$ cat src/sv/lct_pkg.sv
// Shared types and constants of the LFU cache table.
package lct_pkg;

    localparam int KEY_W   = 32;
    localparam int VALUE_W = 32;
    localparam int CAP_W   = 5;

    localparam logic [CAP_W-1:0]   CAP_RESET  = 5'd16;
    localparam logic [VALUE_W-1:0] READ_MISS  = 32'hFFFF_FFFF;
    localparam logic [VALUE_W-1:0] READ_NONE  = 32'h0000_0000;

    typedef enum logic {
        OP_GET = 1'b0,
        OP_PUT = 1'b1
    } opcode_t;

    // Bit positions of the result flags in the output tuser.
    localparam int RES_HIT_BIT     = 0;
    localparam int RES_EVICTED_BIT = 1;
    localparam int RES_FLAGS_W     = 2;

endpackage

$ cat src/sv/lfu_cache_table.sv
// Top level of the LFU cache table with LRU tie-break.
//
//  Channel  Direction  Fields (lowest bit first)
//  s_*      in         tdata: lookup_key[31:0], write_value[63:32]; tuser: opcode
//  m_*      out        tdata: read_value[31:0]; tuser: hit, evicted
//  cfg_*    in         cfg_wdata: capacity_in_use
//
// Each transfer waits in the input register and then moves to the result register once that
// is empty or being taken; one item passes per cycle while m_tready stays high.
// The rate rests on the combinational key compare and victim minimum tree over all entries.
// Reset empties the cache at once and sets the capacity to sixteen.
// A stalled result holds the pipeline; the input side keeps taking one item while it waits.
module lfu_cache_table #(
    parameter int ENTRIES    = 16,
    parameter int COUNT_BITS = 16
) (
    input  logic                           clk,
    input  logic                           rst_n,
    input  logic                           s_tvalid,
    output logic                           s_tready,
    input  logic [63:0]                    s_tdata,   // lookup_key, write_value
    input  logic                           s_tuser,   // opcode
    output logic                           m_tvalid,
    input  logic                           m_tready,
    output logic [lct_pkg::VALUE_W-1:0]    m_tdata,   // read_value
    output logic [lct_pkg::RES_FLAGS_W-1:0] m_tuser,  // hit, evicted
    input  logic                           cfg_wen,
    input  logic [lct_pkg::CAP_W-1:0]      cfg_wdata  // capacity_in_use
);

    localparam int RB  = (ENTRIES > 1) ? $clog2(ENTRIES) : 1;
    localparam int FB  = $clog2(ENTRIES + 1);
    localparam int CW  = (FB > lct_pkg::CAP_W) ? FB : lct_pkg::CAP_W;
    localparam int P   = 1 << RB;
    localparam int KW  = lct_pkg::KEY_W;
    localparam int VW  = lct_pkg::VALUE_W;

    logic                   in_valid_reg;
    lct_pkg::opcode_t       in_op_reg;
    logic [KW-1:0]          in_key_reg;
    logic [VW-1:0]          in_val_reg;

    logic                   out_valid_reg;
    logic [VW-1:0]          out_value_reg;
    logic                   out_hit_reg;
    logic                   out_evicted_reg;

    logic [lct_pkg::CAP_W-1:0] capacity_reg;
    logic [FB-1:0]          fill_reg;
    logic [FB-1:0]          fill_next;

    logic [ENTRIES-1:0]     valid_reg;
    logic [ENTRIES-1:0]     valid_next;
    logic [KW-1:0]          key_reg   [ENTRIES];
    logic [KW-1:0]          key_next  [ENTRIES];
    logic [VW-1:0]          value_reg [ENTRIES];
    logic [VW-1:0]          value_next[ENTRIES];
    logic [COUNT_BITS-1:0]  count_reg [ENTRIES];
    logic [COUNT_BITS-1:0]  count_next[ENTRIES];
    logic [RB-1:0]          rank_reg  [ENTRIES];
    logic [RB-1:0]          rank_next [ENTRIES];

    logic                   fire;
    logic [ENTRIES-1:0]     match;
    logic                   found;
    logic [VW-1:0]          hit_value;
    logic [RB-1:0]          hit_rank;
    logic [CW-1:0]          cap_ext;
    logic [CW-1:0]          cap_eff;
    logic [CW-1:0]          fill_ext;
    logic                   is_put;
    logic                   cap_zero;
    logic                   do_touch;
    logic                   do_insert;
    logic                   do_evict;
    logic [ENTRIES-1:0]     vict_hot;
    logic [RB-1:0]          vict_rank;
    logic [ENTRIES-1:0]     free_vec;
    logic [ENTRIES-1:0]     slot_hot;
    logic [VW-1:0]          read_value;

    logic [COUNT_BITS-1:0]  t_cnt[2*P];
    logic [RB-1:0]          t_rnk[2*P];
    logic [RB-1:0]          t_idx[2*P];
    logic                   t_ok [2*P];

    assign fire     = in_valid_reg && (!out_valid_reg || m_tready);
    assign s_tready = !in_valid_reg || fire;
    assign m_tvalid = out_valid_reg;
    assign m_tdata  = out_value_reg;
    assign m_tuser[lct_pkg::RES_HIT_BIT]     = out_hit_reg;
    assign m_tuser[lct_pkg::RES_EVICTED_BIT] = out_evicted_reg;

    // Victim search: lowest use count, oldest among equals, as a binary tree.
    always_comb
    begin
        for (int i = 0; i < P; i++)
        begin
            if (i < ENTRIES)
            begin
                t_ok[P+i]  = valid_reg[i];
                t_cnt[P+i] = count_reg[i];
                t_rnk[P+i] = rank_reg[i];
            end
            else
            begin
                t_ok[P+i]  = 1'b0;
                t_cnt[P+i] = '0;
                t_rnk[P+i] = '0;
            end
            t_idx[P+i] = RB'(i);
        end
        for (int n = P - 1; n >= 1; n--)
        begin
            if (t_ok[2*n+1] && (!t_ok[2*n] || (t_cnt[2*n+1] < t_cnt[2*n]) ||
                ((t_cnt[2*n+1] == t_cnt[2*n]) && (t_rnk[2*n+1] > t_rnk[2*n]))))
            begin
                t_ok[n]  = t_ok[2*n+1];
                t_cnt[n] = t_cnt[2*n+1];
                t_rnk[n] = t_rnk[2*n+1];
                t_idx[n] = t_idx[2*n+1];
            end
            else
            begin
                t_ok[n]  = t_ok[2*n];
                t_cnt[n] = t_cnt[2*n];
                t_rnk[n] = t_rnk[2*n];
                t_idx[n] = t_idx[2*n];
            end
        end
        t_ok[0]  = 1'b0;
        t_cnt[0] = '0;
        t_rnk[0] = '0;
        t_idx[0] = '0;
    end

    always_comb
    begin
        hit_value = '0;
        hit_rank  = '0;
        vict_rank = '0;
        for (int i = 0; i < ENTRIES; i++)
        begin
            match[i] = valid_reg[i] && (key_reg[i] == in_key_reg);
            if (match[i])
            begin
                hit_value = hit_value | value_reg[i];
                hit_rank  = hit_rank | rank_reg[i];
            end
        end
        found = |match;

        cap_ext  = CW'(capacity_reg);
        cap_eff  = (cap_ext > CW'(ENTRIES)) ? CW'(ENTRIES) : cap_ext;
        fill_ext = CW'(fill_reg);
        is_put   = (in_op_reg == lct_pkg::OP_PUT);
        cap_zero = (cap_eff == '0);

        do_touch  = found && (!is_put || !cap_zero);
        do_insert = is_put && !found && !cap_zero;
        do_evict  = do_insert && (fill_ext >= cap_eff) && t_ok[1];

        for (int i = 0; i < ENTRIES; i++)
        begin
            vict_hot[i] = do_evict && (t_idx[1] == RB'(i));
            if (vict_hot[i])
            begin
                vict_rank = vict_rank | rank_reg[i];
            end
        end
        free_vec = ~valid_reg | vict_hot;
        slot_hot = free_vec & (~free_vec + ENTRIES'(1));

        if (!is_put)
        begin
            read_value = found ? hit_value : lct_pkg::READ_MISS;
        end
        else
        begin
            read_value = lct_pkg::READ_NONE;
        end

        fill_next = fill_reg;
        if (do_insert && !do_evict)
        begin
            fill_next = fill_reg + FB'(1);
        end

        for (int i = 0; i < ENTRIES; i++)
        begin
            valid_next[i] = valid_reg[i];
            key_next[i]   = key_reg[i];
            value_next[i] = value_reg[i];
            count_next[i] = count_reg[i];
            rank_next[i]  = rank_reg[i];
            if (do_touch)
            begin
                if (match[i])
                begin
                    rank_next[i] = '0;
                    if (count_reg[i] != '1)
                    begin
                        count_next[i] = count_reg[i] + COUNT_BITS'(1);
                    end
                    if (is_put)
                    begin
                        value_next[i] = in_val_reg;
                    end
                end
                else if (valid_reg[i] && (rank_reg[i] < hit_rank))
                begin
                    rank_next[i] = rank_reg[i] + RB'(1);
                end
            end
            else if (do_insert)
            begin
                if (slot_hot[i])
                begin
                    valid_next[i] = 1'b1;
                    key_next[i]   = in_key_reg;
                    value_next[i] = in_val_reg;
                    count_next[i] = COUNT_BITS'(1);
                    rank_next[i]  = '0;
                end
                else if (vict_hot[i])
                begin
                    valid_next[i] = 1'b0;
                end
                else if (valid_reg[i])
                begin
                    if (do_evict && (rank_reg[i] > vict_rank))
                    begin
                        rank_next[i] = rank_reg[i];
                    end
                    else
                    begin
                        rank_next[i] = rank_reg[i] + RB'(1);
                    end
                end
            end
        end
    end

    always_ff @(posedge clk or negedge rst_n)
    begin
        if (!rst_n)
        begin
            in_valid_reg  <= 1'b0;
            out_valid_reg <= 1'b0;
            capacity_reg  <= lct_pkg::CAP_RESET;
            fill_reg      <= '0;
            valid_reg     <= '0;
        end
        else
        begin
            if (s_tready)
            begin
                in_valid_reg <= s_tvalid;
            end
            if (fire)
            begin
                out_valid_reg <= 1'b1;
                fill_reg      <= fill_next;
                valid_reg     <= valid_next;
            end
            else if (m_tready)
            begin
                out_valid_reg <= 1'b0;
            end
            if (cfg_wen)
            begin
                capacity_reg <= cfg_wdata;
            end
        end
    end

    always_ff @(posedge clk)
    begin
        if (s_tready && s_tvalid)
        begin
            in_op_reg  <= lct_pkg::opcode_t'(s_tuser);
            in_key_reg <= s_tdata[KW-1:0];
            in_val_reg <= s_tdata[KW+VW-1:KW];
        end
        if (fire)
        begin
            out_value_reg   <= read_value;
            out_hit_reg     <= found;
            out_evicted_reg <= do_evict;
            for (int i = 0; i < ENTRIES; i++)
            begin
                key_reg[i]   <= key_next[i];
                value_reg[i] <= value_next[i];
                count_reg[i] <= count_next[i];
                rank_reg[i]  <= rank_next[i];
            end
        end
    end

endmodule

$ cat config.mk
export PLATFORM = sky130hd
export DESIGN_NAME = lfu_cache_table
export DESIGN_NICKNAME = d
export VERILOG_FILES = /design/src/sv/lct_pkg.sv /design/src/sv/lfu_cache_table.sv
export SDC_FILE = /design/constraint.sdc
export NUM_CORES = 2
export LEC_CHECK = 0
export BUFFER_PORTS_ARGS = -buffer_cell sky130_fd_sc_hd__buf_4
export CORE_MARGIN = 2
export CORE_UTILIZATION = 30
export DETAILED_ROUTE_END_ITERATION = 8
export GPL_TIMING_DRIVEN = 0
export PLACE_DENSITY = 0.41
export SLEW_MARGIN = 20
export SYNTH_ARGS = -nofsm -noshare
export SYNTH_HDL_FRONTEND = slang
export SYNTH_SLANG_ARGS = --single-unit
$ cat constraint.sdc
create_clock -name clk -period 27.7 [get_ports clk]
set_clock_uncertainty 0.2 [all_clocks]
set_input_delay 2.77 -clock clk [delete_from_list [all_inputs] [get_ports clk]]
set_output_delay 2.77 -clock clk [all_outputs]
set_load 0.05 [all_outputs]
Yosys cells after proc, flatten, opt, wreduce, memory -nomap -nowiden
Memory sizes are Yosys's and may differ from the RTL's.
Cells that the tools add are included.
{"block": "word_totals", "register_bits": 127, "ram_bits": 1344, "out_inout_bits": 36, "word_cells": 913, "memories": 4}
{"memory": "key_reg", "depth": 16, "word_bits": 32, "rd": 16, "rd_clocked_by_memory_dff": 0, "wr": 16, "line": "lfu_cache_table.sv:54", "source": "logic [KW-1:0] key_reg [ENTRIES];"}
{"memory": "value_reg", "depth": 16, "word_bits": 32, "rd": 16, "rd_clocked_by_memory_dff": 0, "wr": 16, "line": "lfu_cache_table.sv:56", "source": "logic [VW-1:0] value_reg [ENTRIES];"}
{"memory": "count_reg", "depth": 16, "word_bits": 16, "rd": 16, "rd_clocked_by_memory_dff": 0, "wr": 16, "line": "lfu_cache_table.sv:58", "source": "logic [COUNT_BITS-1:0] count_reg [ENTRIES];"}
{"memory": "rank_reg", "depth": 16, "word_bits": 4, "rd": 16, "rd_clocked_by_memory_dff": 0, "wr": 16, "line": "lfu_cache_table.sv:60", "source": "logic [RB-1:0] rank_reg [ENTRIES];"}
{"block": "op_classes", "n_addsub": 34, "order_cmp": 64, "n_eq_ne": 62, "n_mux": 480, "n_bitwise": 50, "n_reduce_logical": 193}
{"operator": "32-bit two-way mux", "count": 145}
{"operator": "16-bit two-way mux", "count": 94}
{"operator": "4-bit two-way mux", "count": 181}
{"operator": "32-bit equality test", "count": 16}
{"operator": "32-bit bitwise OR", "count": 15}
{"operator": "16-bit by 1-bit adder with 16-bit output, second input constant", "count": 17}
{"operator": "16-bit inequality test, second input constant", "count": 16}
{"operator": "16-bit equality test", "count": 15}
{"operator": "16-bit < comparator", "count": 15}
{"operator": "4-bit greater-than comparator", "count": 31}
{"operator": "4-bit bitwise OR", "count": 30}
{"operator": "1-bit logical AND", "count": 102}
{"operator": "4-bit by 1-bit adder with 4-bit output, second input constant", "count": 16}
{"operator": "4-bit < comparator", "count": 16}
{"operator": "4-bit AND reduction", "count": 16}
{"operator": "1-bit two-way mux", "count": 59}
{"operator": "2-bit nonzero test", "count": 17}
{"operator": "1-bit logical OR", "count": 33}
{"operator": "4-bit equality test, second input constant", "count": 8}
{"operator": "16-bit NOT", "count": 2}
{"operator": "1-bit zero test", "count": 21}
{"operator": "16-bit AND", "count": 1}
{"operator": "4-bit by 3-bit equality test with 1-bit output, second input constant", "count": 4}
{"operator": "16-bit bitwise OR", "count": 1}
{"operator": "11 further kinds", "count": 12}

Logic depth before layout (Yosys ltp)
An unclocked memory read counts as a cell.
{"block": "logic_depth", "depth_word": 62, "mapped_depth": 55}

Least setup slack after synthesis
Ideal clock, no wire load.
{"block": "synth_timing", "kind": "reg2reg", "start": "mem count_reg[4][7] (netlist: count_reg[0][71])", "end": "mem value_reg[0][32] (netlist bit), enable pin", "setup_ns": 0.388, "arrival_time_ns": 12.264, "required_ns": 27.112, "slack_ns": 14.848, "stages_incl_launch_ff": 42, "path_buffers": 9, "period_less_slack_ns": 12.852, "path_cell_list": "edfxtp_1 > inv_1 > ha_1 > a21oi_1 > o21ai_0 > a22oi_1 > nand3b_1 > o31ai_1 > clkbuf_1 > clkbuf_1 > a21oi_1 > ha_1 > a21oi_1 > nand2_1 > a22o_1 > or4_1 > o22ai_1 > clkbuf_1 > [6 not listed] > a22oi_1 > clkbuf_1 > clkbuf_1 > clkbuf_1 > a21oi_1 > ha_1 > nand4_1 > nor4_1 > a211oi_1 > o21a_1 > clkbuf_1 > and4_1 > clkbuf_1 > a21oi_2 > clkbuf_1 > a21oi_1 > nor3_1 > a21o_1"}
{"element": "start, declared", "line": "lfu_cache_table.sv:58"}
{"element": "end, declared", "line": "lfu_cache_table.sv:56"}

==> impl_metrics.py <==
metrics = {
    "timing": {
        "finalHoldViolations": 0,
        "post-route-period-util_pct": 63.9,
        "setup_viol": 0,
        "slew_headroom_pct": 16.3,
        "slew_violations": 0,
        "worstMarginPinSlew_ns": 1.26,
        "tns_ns": 0,
        "fin_crit_ns": 17.70,
        "max_freq_ghz": 0.0565,
        "grt_setup_unrepaired": "false",
    },
    "drt": {
        "drt_iter0_drc": 6207,
        "vias_per_cell": 5.41,
        "drc": 1,
        "first_pass_iters": 9,
        "drt_wl_total_um": 309000,
        "vias": 55800,
        "avgRoutedWirePerCell_um": 30.0,
        "ant_nets": 0,
    },
    "logic_synthesis": {
        "yosysUniqueCellTypes": 91,
        "synth_area_leaders": "edfxtp_1 57%, ha_1 7.4%, xnor2_1 6.1%, nor2_1 3.0%, xor2_1 2.6%",
        "synth_edf_count": 1443,
        "yosysWarnings": 0,
        "synthFlopType": "edfxtp_1",
        "ys_ff_latch": 1471,
        "yosysTopAreaCell": "edfxtp_1",
        "synth.top_cell.area_share_pct": 56.6,
        "syn_area_mm2": 0.0766,
        "async_flop_share_pct": 1.90,
        "ys_seq_area_share_pct": 57.5,
        "synthesis.nets": 6899,
        "syn_inst": 6374,
        "syn_area_per_cell_um2": 12.0,
    },
    "critical_path": {
        "slowest_stage": "a211oi_1",
        "crit_path_frequent_cell": "clkbuf_1",
        "worstPathArrival_ns": 17.97,
        "cp_slowest_stage_delay_ns": 0.82,
        "end_kind": "register",
        "crit_type": "reg2reg",
        "start_kind": "register",
        "worstPathRequired_ns": 27.97,
        "critical_path.max_fanout": 16,
    },
    "global_route": {
        "grt_max_degree": 47,
        "grt_first_pass_wirelength_um": 428000,
        "grt_pass1_vias": 54400,
        "antenna_found_initial": 18,
        "grt_usage_pct": 23.4,
        "overflow": 0,
    },
    "run": {
        "drv_cap": 0,
    },
    "finish": {
        "area_delta_synth_final_pct": 17.8,
        "fillers": 24900,
        "seq_area_mm2": 0.0440,
        "instances_no_fill": 10300,
        "drive_gt1_share_pct": 10.4,
        "multi_input_area_mm2": 0.0305,
        "nets": 7318,
    },
    "clock_network": {
        "clk_latency_ns": 0.89,
        "cts_root_buffer": "clkbuf_16",
        "cts_tree": "built",
        "clock-sinks": 1471,
        "cts-hold-fix-buffers": 0,
        "cts.clk_slew.worst_paths_ns": 0.06,
        "cts-resized-gates": 0,
        "clock_path_buffers": 3,
        "htreeDepth": 4,
        "cts_setup_buffers": 0,
        "numCtsBuffers": 174,
    },
    "place": {
        "io_buffer_count": 110,
        "place.gp.congestion": 0.915,
        "place_hpwl_um": 223000,
        "dp_cells": 9982,
    },
    "floorplan": {
        "die_h_um": 509,
        "start_util_pct": 30.2,
        "rows": 185,
        "io_pins": 111,
        "core-area_mm2": 0.254,
        "die_x_um": 509,
        "die_area_mm2": 0.259,
    },
    "outcome": {
        "violations": "design-rule violations",
        "status": "finished, violations left",
    },
    "power_and_ir_drop": {
        "p_leak_nw": 30.8,
        "p_per_area_mw_per_mm2": 80.1,
        "irDropWorstVdd_uv": 79.7,
    },
    "min_path": {
        "min_path_type": "reg2reg",
    },
}
-- cells in the mapped netlist (21+ instances only) --
master	instances
mux2i_1	49
nor3_1	91
clkbuf_1	184
buf_4	48
a22oi_1	202
o21ai_0	177
or4_1	24
a22o_1	56
nor2_1	603
a21o_1	25
a21oi_1	355
nand2b_1	51
dfrtp_1	27
edfxtp_1	1443
ha_1	450
nand2_1	327
o21a_1	21
xor2_1	224
mux2_2	27
a41oi_1	34
inv_1	295
nand3_1	218
nand4_1	254
a221oi_1	58
and3_1	100
xnor2_1	537
o31ai_1	26
nor4_1	102
nor2b_1	43
-- routing by layer --
metal | track usage (%) | vias up | wire [um]
li1 | - | 24900 | -
met1 | 32.4 | 28400 | 138000
met2 | 37.7 | 1988 | 142000
met3 | 3.55 | 511 | 18400
met4 | 7.43 | 8 | 10600
met5 | 0 | - | 47
-- critical path, delay by kind of cell (launching register included) --
kind	cells	cell delay, ns
and+or+nand+nor	12	2.59
AOI/OAI and AO/OA	23	7.27
adders and majority gates	5	1.70
muxes	1	0.47
buffers and inverters	11	4.34
DFF	1	0.76
-- cell families after synthesis --
group                      count (synthesis)  synth area share, %
and+or+nand+nor                         1927                 12.6
adders and majority gates                450                 7.35
AOI/OAI and AO/OA                       1122                 9.65
muxes                                     76                 1.04
buffers and inverters                    567                 3.18
DFF                                     1471                 57.5
xor gates and xnor gates                 761                 8.70
-- path summary, 6_finish.rpt --
path,startpoint,end,slack [ns],cells past startpoint
min in group asynchronous,rst_n,valid_reg[4],1.71,1
max in group asynchronous,rst_n,fill_ext[0],25.12,1
min reg2reg,fill_ext[4],fill_ext[4],0.29,1
max reg2reg,rank_reg[0][9],rank_reg[1][31],10.0,52
min,fill_ext[4],fill_ext[4],0.29,1
max,rank_reg[0][9],rank_reg[1][31],10.0,52
-- where the power goes --
group | internal [W] | switching, W | leakage, nW
registers | 0.00262 | 0.000160 | 13.5
clock network | 0.00134 | 0.00102 | 2.83
logic | 0.000723 | 0.00137 | 14.4
-- through the flow --
stage	total power [W]	util (%)	hold WS [ns]	area, um2	setup slack (ns)
6_report	0.00723	35.5	0.286	90300	10.0
3_3_place_gp	0.00473	32.1	0.255	81600	6.36
5_1_grt	0.00757	35.5	0.314	90300	9.11
3_5_place_dp	0.00487	33.2	0.270	84400	10.24
4_1_cts	0.00724	35.5	0.289	90200	10.24
2_1_floorplan	0.00402	-	0.249	76600	14.85
-- cells in the final DEF, fill, tap and decap left out, drive strengths merged, types with 224 or more instances in the layout --
master  instances
buf           330
inv           301
nor2          603
nand4         254
xnor2         537
clkbuf        403
a21oi         356
edfxtp       1443
ha            450
xor2          224
nand2         329
-- layout make-up --
class,count,area share (%)
Sequential cell,1471,48.8
Clock buffer,219,5.07
Clock inverter,105,1.40
Inverter,296,1.23
Timing Repair Buffer,243,3.53
Antenna cell,6,0.0166
Multi-Input combinational cell,4336,33.8
Buffer,271,1.52
Tap cell,3366,4.67
(Power assumes the default switching activity.)
